### config.mk
export PLATFORM = sky130hd
export DESIGN_NAME = periodic_beep_burst_sequencer_flat
export DESIGN_NICKNAME = d
export VERILOG_FILES = /design/src/rtl/core/pbbs_pkg.sv /design/src/rtl/core/pbbs_if.sv /design/src/rtl/core/pbbs_step.sv /design/src/rtl/core/periodic_beep_burst_sequencer.sv /design/src/flat_wrapper.sv
export VERILOG_INCLUDE_DIRS = /design/src /design/src/rtl/core
export SDC_FILE = /design/constraint.sdc
export NUM_CORES = 1
export LEC_CHECK = 0
export BUFFER_PORTS_ARGS = -buffer_cell sky130_fd_sc_hd__buf_2
export CAP_MARGIN = 20
export CORE_MARGIN = 5
export CORE_UTILIZATION = 25
export CTS_CLUSTER_DIAMETER = 150
export DETAILED_ROUTE_END_ITERATION = 10
export GPL_TIMING_DRIVEN = 0
export PLACE_DENSITY = 0.39
export SETUP_SLACK_MARGIN = 0.4
export SLEW_MARGIN = 20
export SYNTH_ARGS = -nofsm -noshare
export SYNTH_HDL_FRONTEND = slang
export SYNTH_SLANG_ARGS = --single-unit
### constraint.sdc
create_clock -name i_clk -period 6.7 [get_ports i_clk]
set_input_delay 2.01 -clock i_clk [delete_from_list [all_inputs] [get_ports i_clk]]
set_output_delay 2.01 -clock i_clk [all_outputs]
set_load 0.02 [all_outputs]
### src/rtl/core/periodic_beep_burst_sequencer_defines.svh
// Assertion macros shared by the beep burst sequencer RTL.
`ifndef PERIODIC_BEEP_BURST_SEQUENCER_DEFINES_SVH
`define PERIODIC_BEEP_BURST_SEQUENCER_DEFINES_SVH

// Same-cycle implication, checked outside reset.
`define PBBS_ASSERT_NOW(label, clk, rst_n, ante, cons, msg) \
    label: assert property (@(posedge clk) disable iff (!(rst_n)) (ante) |-> (cons)) \
        else $error(msg);

// Next-cycle implication, checked outside reset.
`define PBBS_ASSERT_NEXT(label, clk, rst_n, ante, cons, msg) \
    label: assert property (@(posedge clk) disable iff (!(rst_n)) (ante) |=> (cons)) \
        else $error(msg);

`endif

### src/rtl/core/pbbs_pkg.sv
// Types, register codes and reset values for the beep burst sequencer.
`default_nettype none
package pbbs_pkg;

    localparam int TimeW  = 32;
    localparam int MsW    = 16;
    localparam int CountW = 8;
    localparam int CfgIdxW  = 3;
    localparam int CfgDataW = 16;

    // register indexes
    localparam logic [CfgIdxW-1:0] REG_PERIOD_MS  = 3'd0;
    localparam logic [CfgIdxW-1:0] REG_ON_MS      = 3'd1;
    localparam logic [CfgIdxW-1:0] REG_OFF_MS     = 3'd2;
    localparam logic [CfgIdxW-1:0] REG_BEEP_COUNT = 3'd3;
    localparam logic [CfgIdxW-1:0] REG_TONE_VALUE = 3'd4;
    localparam logic [CfgIdxW-1:0] REG_CTRL_VALUE = 3'd5;
    localparam logic [CfgIdxW-1:0] REG_STARTUP_MS = 3'd6;

    // reset values
    localparam logic [MsW-1:0]    RST_PERIOD_MS  = 16'd2000;
    localparam logic [MsW-1:0]    RST_ON_MS      = 16'd100;
    localparam logic [MsW-1:0]    RST_OFF_MS     = 16'd100;
    localparam logic [CountW-1:0] RST_BEEP_COUNT = 8'd0;
    localparam logic [MsW-1:0]    RST_TONE_VALUE = 16'd0;
    localparam logic [MsW-1:0]    RST_CTRL_VALUE = 16'd0;
    localparam logic [MsW-1:0]    RST_STARTUP_MS = 16'd3000;

    typedef struct packed {
        logic [MsW-1:0]    period_ms;
        logic [MsW-1:0]    on_ms;
        logic [MsW-1:0]    off_ms;
        logic [CountW-1:0] beep_count;
        logic [MsW-1:0]    tone_value;
        logic [MsW-1:0]    ctrl_value;
        logic [MsW-1:0]    startup_ms;
    } t_cfg;

    typedef struct packed {
        logic [TimeW-1:0]  period_start;
        logic [TimeW-1:0]  phase_start;
        logic [CountW-1:0] remaining;
        logic              sounding;
    } t_state;

    // what the step logic decided for one poll
    typedef struct packed {
        logic armed;      // startup guard passed
        logic reload;     // period elapsed, count reloaded
        logic beep_done;  // one beep finished, count decremented
    } t_step_flags;

endpackage
`default_nettype wire

### src/rtl/core/pbbs_if.sv
// Stream and configuration channel interfaces of the beep burst sequencer.
`default_nettype none
interface pbbs_in_if;
    logic                      valid;
    logic                      ready;
    logic [pbbs_pkg::TimeW-1:0] now_ms;
    modport source (output valid, output now_ms, input ready);
    modport sink   (input valid, input now_ms, output ready);
endinterface

interface pbbs_out_if;
    logic                     valid;
    logic                     ready;
    logic [pbbs_pkg::MsW-1:0] tone_out;
    logic [pbbs_pkg::MsW-1:0] ctrl_out;
    logic                     red_led;
    modport source (output valid, output tone_out, output ctrl_out, output red_led,
                    input ready);
    modport sink   (input valid, input tone_out, input ctrl_out, input red_led,
                    output ready);
endinterface

interface pbbs_cfg_if;
    logic                          valid;
    logic                          ready;
    logic [pbbs_pkg::CfgIdxW-1:0]  index;
    logic [pbbs_pkg::CfgDataW-1:0] data;
    modport source (output valid, output index, output data, input ready);
    modport sink   (input valid, input index, input data, output ready);
endinterface
`default_nettype wire

### src/rtl/core/pbbs_step.sv
// Next-state and result logic for one poll of the beep burst sequencer.
`default_nettype none
module pbbs_step (
    input  wire logic [pbbs_pkg::TimeW-1:0] i_now_ms,
    input  wire pbbs_pkg::t_cfg             i_cfg,
    input  wire pbbs_pkg::t_state           i_state,
    output pbbs_pkg::t_state                o_next_state,
    output pbbs_pkg::t_step_flags           o_flags,
    output logic [pbbs_pkg::MsW-1:0]        o_tone_out,
    output logic [pbbs_pkg::MsW-1:0]        o_ctrl_out,
    output logic                            o_red_led
);

    logic [pbbs_pkg::TimeW-1:0] since_period;
    logic [pbbs_pkg::TimeW-1:0] since_phase;
    logic [pbbs_pkg::MsW:0]     beep_window;
    logic                       armed;
    logic                       period_over;
    logic                       in_on;
    logic                       in_off;

    // wrapping time differences and window compares
    assign since_period = i_now_ms - i_state.period_start;
    assign since_phase  = i_now_ms - i_state.phase_start;
    assign beep_window  = {1'b0, i_cfg.on_ms} + {1'b0, i_cfg.off_ms};
    assign armed        = i_now_ms >= {{(pbbs_pkg::TimeW-pbbs_pkg::MsW){1'b0}},
                                       i_cfg.startup_ms};
    assign period_over  = since_period > {{(pbbs_pkg::TimeW-pbbs_pkg::MsW){1'b0}},
                                          i_cfg.period_ms};
    assign in_on        = since_phase < {{(pbbs_pkg::TimeW-pbbs_pkg::MsW){1'b0}},
                                         i_cfg.on_ms};
    assign in_off       = since_phase < {{(pbbs_pkg::TimeW-pbbs_pkg::MsW-1){1'b0}},
                                         beep_window};

    // advance the burst sequence
    always_comb begin
        o_next_state = i_state;
        o_flags      = '0;
        o_flags.armed = armed;
        if (armed) begin
            priority if (period_over) begin
                o_next_state.remaining    = i_cfg.beep_count;
                o_next_state.period_start = i_now_ms;
                o_next_state.phase_start  = i_now_ms;
                o_flags.reload            = 1'b1;
            end else if (i_state.remaining != '0) begin
                priority if (in_on) begin
                    o_next_state.sounding = 1'b1;
                end else if (in_off) begin
                    o_next_state.sounding = 1'b0;
                end else begin
                    o_next_state.remaining   = i_state.remaining - 1'b1;
                    o_next_state.phase_start = i_now_ms;
                    o_flags.beep_done        = 1'b1;
                end
            end
        end
    end

    // drive the beeper words from the updated sounding bit
    assign o_tone_out = o_next_state.sounding ? i_cfg.tone_value : '0;
    assign o_ctrl_out = o_next_state.sounding ? i_cfg.ctrl_value : '0;
    assign o_red_led  = o_next_state.sounding;

endmodule
`default_nettype wire

### src/rtl/core/periodic_beep_burst_sequencer.sv
// Top level of the periodic beep burst sequencer: registers, handshakes, checks.
//
//  channel | dir | payload                       | beat taken when
//  i_in    | in  | now_ms[31:0]                  | valid && ready
//  o_out   | out | tone_out, ctrl_out, red_led   | valid && ready
//  i_cfg   | in  | index[2:0], data[15:0]        | valid && ready (ready is always high)
//
// One poll beat per cycle is accepted while the result is not stalled; each beat yields
// one result. The poll sits in an input register, the step logic updates state and
// fills the result register. Input ready drops only while both registers are full
// and the result is stalled. Reset (i_rst_n low, synchronous) clears the timers,
// the count and the sounding bit, and restores the register defaults.
`default_nettype none
`include "periodic_beep_burst_sequencer_defines.svh"
module periodic_beep_burst_sequencer (
    input  wire logic    i_clk,
    input  wire logic    i_rst_n,
    pbbs_in_if.sink      i_in,
    pbbs_out_if.source   o_out,
    pbbs_cfg_if.sink     i_cfg
);

    pbbs_pkg::t_cfg        r_cfg;
    pbbs_pkg::t_state      r_state;
    pbbs_pkg::t_state      n_state;
    pbbs_pkg::t_step_flags step_flags;

    logic                        r_in_valid;
    logic [pbbs_pkg::TimeW-1:0]  r_now_ms;
    logic                        r_out_valid;
    logic [pbbs_pkg::MsW-1:0]    r_tone_out;
    logic [pbbs_pkg::MsW-1:0]    r_ctrl_out;
    logic                        r_red_led;
    logic [pbbs_pkg::MsW-1:0]    n_tone_out;
    logic [pbbs_pkg::MsW-1:0]    n_ctrl_out;
    logic                        n_red_led;
    logic                        advance;
    logic                        in_beat;
    logic                        out_beat;

    // handshakes
    assign out_beat    = r_out_valid && o_out.ready;
    assign advance     = r_in_valid && (!r_out_valid || o_out.ready);
    assign i_in.ready  = !r_in_valid || advance;
    assign in_beat     = i_in.valid && i_in.ready;
    assign i_cfg.ready = 1'b1;

    // register writes
    always_ff @(posedge i_clk) begin
        if (!i_rst_n) begin
            r_cfg.period_ms  <= pbbs_pkg::RST_PERIOD_MS;
            r_cfg.on_ms      <= pbbs_pkg::RST_ON_MS;
            r_cfg.off_ms     <= pbbs_pkg::RST_OFF_MS;
            r_cfg.beep_count <= pbbs_pkg::RST_BEEP_COUNT;
            r_cfg.tone_value <= pbbs_pkg::RST_TONE_VALUE;
            r_cfg.ctrl_value <= pbbs_pkg::RST_CTRL_VALUE;
            r_cfg.startup_ms <= pbbs_pkg::RST_STARTUP_MS;
        end else if (i_cfg.valid) begin
            unique case (i_cfg.index)
                pbbs_pkg::REG_PERIOD_MS:  r_cfg.period_ms  <= i_cfg.data;
                pbbs_pkg::REG_ON_MS:      r_cfg.on_ms      <= i_cfg.data;
                pbbs_pkg::REG_OFF_MS:     r_cfg.off_ms     <= i_cfg.data;
                pbbs_pkg::REG_BEEP_COUNT: r_cfg.beep_count <= i_cfg.data[pbbs_pkg::CountW-1:0];
                pbbs_pkg::REG_TONE_VALUE: r_cfg.tone_value <= i_cfg.data;
                pbbs_pkg::REG_CTRL_VALUE: r_cfg.ctrl_value <= i_cfg.data;
                pbbs_pkg::REG_STARTUP_MS: r_cfg.startup_ms <= i_cfg.data;
                default: ;
            endcase
        end
    end

    // input register: hold the poll until the step logic takes it
    always_ff @(posedge i_clk) begin
        if (!i_rst_n) begin
            r_in_valid <= 1'b0;
        end else if (in_beat) begin
            r_in_valid <= 1'b1;
        end else if (advance) begin
            r_in_valid <= 1'b0;
        end
    end

    always_ff @(posedge i_clk) begin
        if (in_beat) begin
            r_now_ms <= i_in.now_ms;
        end
    end

    pbbs_step u_step (
        .i_now_ms     (r_now_ms),
        .i_cfg        (r_cfg),
        .i_state      (r_state),
        .o_next_state (n_state),
        .o_flags      (step_flags),
        .o_tone_out   (n_tone_out),
        .o_ctrl_out   (n_ctrl_out),
        .o_red_led    (n_red_led)
    );

    // sequence state: update once per poll
    always_ff @(posedge i_clk) begin
        if (!i_rst_n) begin
            r_state <= '0;
        end else if (advance) begin
            r_state <= n_state;
        end
    end

    // result register
    always_ff @(posedge i_clk) begin
        if (!i_rst_n) begin
            r_out_valid <= 1'b0;
        end else if (advance) begin
            r_out_valid <= 1'b1;
        end else if (out_beat) begin
            r_out_valid <= 1'b0;
        end
    end

    always_ff @(posedge i_clk) begin
        if (advance) begin
            r_tone_out <= n_tone_out;
            r_ctrl_out <= n_ctrl_out;
            r_red_led  <= n_red_led;
        end
    end

    assign o_out.valid    = r_out_valid;
    assign o_out.tone_out = r_tone_out;
    assign o_out.ctrl_out = r_ctrl_out;
    assign o_out.red_led  = r_red_led;

    // checks
    `PBBS_ASSERT_NOW(a_silent_words, i_clk, i_rst_n, r_out_valid && !r_red_led, r_tone_out == '0 && r_ctrl_out == '0, "beeper words nonzero while LED off")
    `PBBS_ASSERT_NEXT(a_guard_holds, i_clk, i_rst_n, advance && !step_flags.armed, $stable(r_state), "state changed before startup guard elapsed")
    `PBBS_ASSERT_NEXT(a_period_reload, i_clk, i_rst_n, advance && step_flags.reload, r_state.remaining == $past(r_cfg.beep_count) && r_state.period_start == $past(r_now_ms), "period reload did not restart the burst")
    `PBBS_ASSERT_NEXT(a_count_drops, i_clk, i_rst_n, advance && step_flags.beep_done, r_state.remaining == $past(r_state.remaining) - 1'b1 && r_state.phase_start == $past(r_now_ms), "beep end did not decrement count and restart phase")
    `PBBS_ASSERT_NEXT(a_no_loss, i_clk, i_rst_n, r_in_valid && !advance, r_in_valid && $stable(r_now_ms), "stalled poll dropped")

endmodule
`default_nettype wire

### src/flat_wrapper.sv
// flat-port wrapper written by rule: the top's interface ports become plain ports
module periodic_beep_burst_sequencer_flat 
  (i_clk, i_rst_n, i_in_valid, i_in_now_ms, i_in_ready, o_out_valid, o_out_tone_out, o_out_ctrl_out, o_out_red_led, o_out_ready, i_cfg_valid, i_cfg_index, i_cfg_data, i_cfg_ready);
  pbbs_in_if i_in_i ();
  pbbs_out_if o_out_i ();
  pbbs_cfg_if i_cfg_i ();
  input  wire logic i_clk;
  input  wire logic i_rst_n;
  input wire logic [$bits(i_in_i.valid)-1:0] i_in_valid;
  input wire logic [$bits(i_in_i.now_ms)-1:0] i_in_now_ms;
  output wire logic [$bits(i_in_i.ready)-1:0] i_in_ready;
  output wire logic [$bits(o_out_i.valid)-1:0] o_out_valid;
  output wire logic [$bits(o_out_i.tone_out)-1:0] o_out_tone_out;
  output wire logic [$bits(o_out_i.ctrl_out)-1:0] o_out_ctrl_out;
  output wire logic [$bits(o_out_i.red_led)-1:0] o_out_red_led;
  input wire logic [$bits(o_out_i.ready)-1:0] o_out_ready;
  input wire logic [$bits(i_cfg_i.valid)-1:0] i_cfg_valid;
  input wire logic [$bits(i_cfg_i.index)-1:0] i_cfg_index;
  input wire logic [$bits(i_cfg_i.data)-1:0] i_cfg_data;
  output wire logic [$bits(i_cfg_i.ready)-1:0] i_cfg_ready;
  assign i_in_i.valid = i_in_valid;
  assign i_in_i.now_ms = i_in_now_ms;
  assign i_in_ready = i_in_i.ready;
  assign o_out_valid = o_out_i.valid;
  assign o_out_tone_out = o_out_i.tone_out;
  assign o_out_ctrl_out = o_out_i.ctrl_out;
  assign o_out_red_led = o_out_i.red_led;
  assign o_out_i.ready = o_out_ready;
  assign i_cfg_i.valid = i_cfg_valid;
  assign i_cfg_i.index = i_cfg_index;
  assign i_cfg_i.data = i_cfg_data;
  assign i_cfg_ready = i_cfg_i.ready;
  periodic_beep_burst_sequencer u_core (.i_clk(i_clk), .i_rst_n(i_rst_n), .i_in(i_in_i), .o_out(o_out_i), .i_cfg(i_cfg_i));
endmodule
Word-level counts from Yosys, hierarchy flattened. Cells that the tools add are included.

Equal/unequal tests: 8. Multiplexer cells: 12. $add $sub $neg: 4. Reductions and logical operators: 21. $lt $le $gt $ge: 4.

Operator list (count): two-way mux 40 bit (3); subtractor 32 bit (2); two-way mux 41 bit (1); greater-or-equal comparator 32 x 16 -> 1 bit (1); greater-than comparator 32 x 16 -> 1 bit (1); less-than comparator 32 x 16 -> 1 bit (1); less-than comparator 32 x 17 -> 1 bit (1); adder 16 x 16 -> 17 bit (1); AND reduction 2 bit (7); equality test 3 bit (second input constant) (3); two-way mux 1 bit (8); nonzero test 8 bit (1); subtractor 8 x 1 -> 8 bit (second input constant) (1); equality test 3 x 2 -> 1 bit (second input constant) (2); nonzero test 2 bit (3); AND reduction 5 bit (1); != test 2 bit (second input constant) (2); equality test 3 x 1 -> 1 bit (second input constant) (1); logical AND 1 bit (3); logical NOT 3 bit (1); AND reduction 3 bit (1); logical NOT 1 bit (2); logical OR 1 bit (2).

Bits in registers: 244. Logic and storage cells: 66. Bits of input ports: 56. Output and inout bits: 36.

Logic depth before layout (Yosys ltp).
Depth after elaboration: 7. Gate-level depth with buffers: 27. Depth with buffers taken out: 25.

Modules after synthesis. From an unflattened synthesis, not the netlist that was laid out.

Cell total of the unflattened synthesis: 1827. Area total of the unflattened synthesis: 15889.0 um2.

By module, submodules not included: periodic_beep_burst_sequencer (cells each 759, instances 1, sequential area each 5535.3 um2, area an instance 8400.6 um2); pbbs_step (cells each 1068, instances 1, sequential area each 0.0 um2, area an instance 7488.4 um2).

Worst setup path after synthesis. OpenSTA, ideal clock, no wires.

Path kind: reg-to-reg. Start point: register u_core.r_now_ms[2] (netlist bit). End point: register u_core.r_ctrl_out (netlist bit u_core.o_out.ctrl_out[0]), data pin. Period minus slack after synthesis: 5.181 ns. Stages on the path, launching flop included: 20. Data required time: 6.434 ns. Setup time: 0.266 ns. Slack: 1.519 ns. Buffers on the path: 1. Arrival: 4.915 ns. Path through: edfxtp_1 ha_1 o211ai_1 a21oi_1 o31a_1 a211oi_1 o21ai_0 xor2_1 ha_1 nand4_1 nor3_1 a32oi_1 or4_1 nor4_2 and4bb_1 nand4_1 nor4_2 mux2i_1 clkbuf_1 nor2b_1.

Word-level cells in the longest chain between the ends: 7. Elaborated cells on any way between the ends: 11. Those cells by class: add/sub: 2; order compare: 4; mux: 5.

RTL lines: start, declared (line periodic_beep_burst_sequencer.sv:29) `logic [pbbs_pkg::TimeW-1:0] r_now_ms;`; start signal, assigned (line periodic_beep_burst_sequencer.sv:85) `r_now_ms <= i_in.now_ms;`; subtractor 32 bit (line pbbs_step.sv:24) `assign since_phase = i_now_ms - i_state.phase_start;`; less-than comparator 32 x 17 -> 1 bit (line pbbs_step.sv:32) `assign in_off = since_phase < {{(pbbs_pkg::TimeW-pbbs_pkg::MsW-1){1'b0}},`; two-way mux 1 bit (line pbbs_step.sv:49) `end else if (in_off) begin`; two-way mux 1 bit (line pbbs_step.sv:47) `priority if (in_on) begin`; two-way mux 41 bit (line pbbs_step.sv:46) `end else if (i_state.remaining != '0) begin`; two-way mux 1 bit (line pbbs_step.sv:41) `priority if (period_over) begin`; two-way mux 1 bit (*) (line pbbs_step.sv:40) `if (armed) begin`; end signal, assigned (line periodic_beep_burst_sequencer.sv:123) `r_ctrl_out <= n_ctrl_out;`; end, declared (line periodic_beep_burst_sequencer.sv:32) `logic [pbbs_pkg::MsW-1:0] r_ctrl_out;`.

Mark *: on every way between the ends. The rest lies on a longest branch, timed or not. The select of a mux whose other input is x is not followed. A chain may end at the register's enable or synchronous reset.

Final worst setup path.
Start point: register u_core.r_now_ms[11] (netlist bit). End point: register u_core.r_ctrl_out (netlist bit u_core.o_out.ctrl_out[3]), data pin.

Same word-level chain as after synthesis.

==> impl_metrics.json <==
{
  "totalWireLength_mm": 48.5,
  "die_width_um": 257,
  "synth.area.top_cells": "dfxtp_1 24%, edfxtp_1 13%, ha_1 12%, nand2_1 8.1%, a21oi_1 4.8%",
  "avgSynthCellArea_um2": 8.38,
  "via_count": 12848,
  "final_nets": 2148,
  "antenna_cells": 0,
  "viasPerCell": 4.67,
  "antenna_found_initial": 0,
  "final-max-slew-violation-count": 0,
  "grt_max_degree": 24,
  "rows": 90,
  "hold_viol": 0,
  "place_area_mm2": 0.0167,
  "clk_pin_slew_worst_paths_ns": 0.06,
  "synth-edff-count": 65,
  "clock_skew_ns": 0.0216,
  "cts.sinks": 244,
  "core-area_mm2": 0.0604,
  "slowest_delay_ns": 0.58,
  "yosys_warnings": 0,
  "yosysMostFrequentCell": "nand2_1",
  "dieHeight_um": 257,
  "grt_usage_pct": 14.2,
  "worst_pin_slew_ns": 0.834,
  "timing.final.crit_share_pct": 90.5,
  "portBuffers": 89,
  "clk_latency_ns": 0.58,
  "pre_cts_ws_ns": -0.450,
  "drtPass1Iterations": 5,
  "drive_gt1_share_pct": 9.29,
  "htreeDepth": 1,
  "wl_per_cell_um": 17.6,
  "place_congestion": 0.798,
  "grt_pass1_vias": 12726,
  "cp_slowest_cell": "or4_4",
  "synth_ff_type": "dfxtp_1",
  "synth_fp_nets": 2020,
  "synth_async_sr_flop_share_pct": 0,
  "power.density_mw_per_mm2": 231,
  "leakage_nw": 6.83,
  "rsz0062_at_grt": "false",
  "start_kind": "register",
  "synth_area_mm2": 0.0152,
  "nFillCells": 6478,
  "synth_cell_types": 67,
  "cp.arrival_ns": 6.38,
  "critPathKind": "register to register",
  "die_area_mm2": 0.0660,
  "clockBufferDepth": 3,
  "io_pins": 92,
  "grt_pass1_wl_mm": 74.9,
  "hpwlAfterDp_mm": 38.0,
  "area_growth_pct": 17.5,
  "status": "finished clean",
  "hold_buffers": 0,
  "setup_slack_ns": 0.638,
  "drc_errors": 0,
  "relSlewSlack_pct": 43.9,
  "path_max_fanout": 10,
  "ys_seq_area_share_pct": 36.3,
  "final-setup-viol-count": 0,
  "syn_inst": 1818,
  "multiInputGateArea_mm2": 0.00893,
  "regArea_mm2": 0.00554,
  "cap_violations": 0,
  "ant_nets": 0,
  "first_iter_violations": 603,
  "endpoint_kind": "register",
  "peakVddDrop_mv": 0.175,
  "initial_core_util_pct": 25.2,
  "grt.overflow.total": 0,
  "postLayoutCellArea_mm2": 0.0179,
  "min_period_ns": 6.06,
  "synth_common_cells": "327 x nand2_1, 179 x dfxtp_1, 147 x a21oi_1",
  "hold_path.class": "register to register",
  "tritoncts": "built",
  "cp_cell_sequence": "ha_1 > clkbuf_1 > nand2_1 > or4_1 > nand3_1 > a211oi_2 > o21ai_0 > xor2_1 > ha_1 > nand4_1 > nor3_1 > o21ai_0 > a32oi_1 > or4_4 > nor4_4 > and4bb_1 > nand4_1 > buf_4 > nor4_4 > mux2i_4 > buf_12 > clkbuf_2 > nor2b_1",
  "synth_seq_cells": 244,
  "max_freq_ghz": 0.165,
  "yosys.area.top_type_share_pct": 23.5,
  "synth_top_area_cell": "dfxtp_1",
  "cts_buffers": 30,
  "cts_root_buf": "clkbuf_16",
  "required_ns": 7.02
}
## timing repair
item                                    4_1_cts  5_1_grt
gates resized for setup                       9       10
buffers inserted                              3        2
endpoints found under the hold margin         0        0
pin swaps                                     0        1
endpoints found under the setup margin       64       96
## registers in the layout, indices dropped and copies added, names as in the netlist
| register | flops |
|---|---|
| u_core.o_out.ctrl_out | 16 |
| u_core.o_out.red_led | 1 |
| u_core.o_out.tone_out | 16 |
| u_core.o_out.valid | 1 |
| u_core.r_cfg | 104 |
| u_core.r_in_valid | 1 |
| u_core.r_now_ms | 32 |
| u_core.r_state | 73 |
## final timing paths
kind	from	endpoint	slack (ns)	cells after the start
setup / recovery	u_core.r_now_ms[11]	u_core.o_out.ctrl_out[3]	0.64	23
setup reg to reg	u_core.r_now_ms[11]	u_core.o_out.ctrl_out[3]	0.64	23
hold / removal	u_core.r_state[13]	u_core.r_state[13]	0.46	2
hold reg to reg	u_core.r_state[13]	u_core.r_state[13]	0.46	2
## kinds of logic (layout without fill, tap and decap cells)
logic type / Yosys count / after routing / synth area share, %
buffers and inverters: 216 / 368 / 5.60
and+or+nand+nor: 652 / 652 / 20.1
adders and majority gates: 146 / 146 / 12.1
AOI/OAI and AO/OA: 454 / 454 / 19.3
DFF: 244 / 244 / 36.3
muxes: 47 / 47 / 3.15
other: 1 / 1 / 0.0246
xor gates and xnor gates: 58 / 58 / 3.33
## power by group
part	internal [W]	switching, W	leakage [nW]
Combinational	0.000323	0.000497	4.23
Sequential	0.00157	0.0000505	2.10
Clock	0.00103	0.000668	0.500
Total	0.00292	0.00122	6.83
## layer usage
metal | GRT usage (%) | wire length (um)
met5 | 0 | 0
met3 | 2.24 | 1890
met4 | 2.76 | 988
met1 | 20.4 | 24300
met2 | 22.8 | 21300
## metrics by stage
| stage | instances | TNS (ns) | power [W] | hold WS [ns] | util, % |
|---|---|---|---|---|---|
| after floorplan | 1818 | 0 | 0.00221 | 0.435 | - |
| after global placement | 2689 | -15.32 | 0.00246 | 0.444 | 27.6 |
| after detailed placement | 2691 | -11.95 | 0.00247 | 0.448 | 27.7 |
| after CTS | 2750 | 0 | 0.00420 | 0.460 | 29.6 |
| after global routing | 2752 | 0 | 0.00437 | 0.482 | 29.7 |
| final | 2752 | 0 | 0.00414 | 0.457 | 29.7 |
## cell type report
cell class                      count  area share (%)
Multi-Input combinational cell   1358            49.9
Sequential cell                   244            30.9
Tap cell                          782            5.47
Clock buffer                       37            4.63
Timing Repair Buffer               96            3.08
Inverter                          140            2.94
Buffer                             76            1.87
Clock inverter                     19            1.20
## cell usage in the layout (no fill, tap or decap), types with 13 or more instances in the layout
master     instances
nor3_1            23
nor2_1            71
buf_2             91
a211oi_1          14
edfxtp_1          65
nand4_1           34
o21a_1            13
nand2b_1          27
xnor2_1           37
inv_1            140
ha_1             143
mux2i_1           38
o211ai_1          27
a21oi_1          146
clkbuf_1          67
xor2_1            20
dfxtp_1          179
clkbuf_16         31
a21o_1            37
a21boi_0          88
nand3_1           39
o21ai_0           54
nand2_1          327
nor2b_1           75
## worst max-delay path, delay by kind of cell, from the launching register on
kind / cells / cell delay [ns]
adder cells (fa/ha/maj): 2 / 0.67
AO/OA/AOI/OAI: 4 / 0.61
XOR/XNOR: 1 / 0.30
flip-flops: 1 / 0.57
AND/OR/NAND/NOR: 11 / 2.50
multiplexers: 1 / 0.31
buffers and inverters: 4 / 0.82
(Power assumes the default switching activity.)
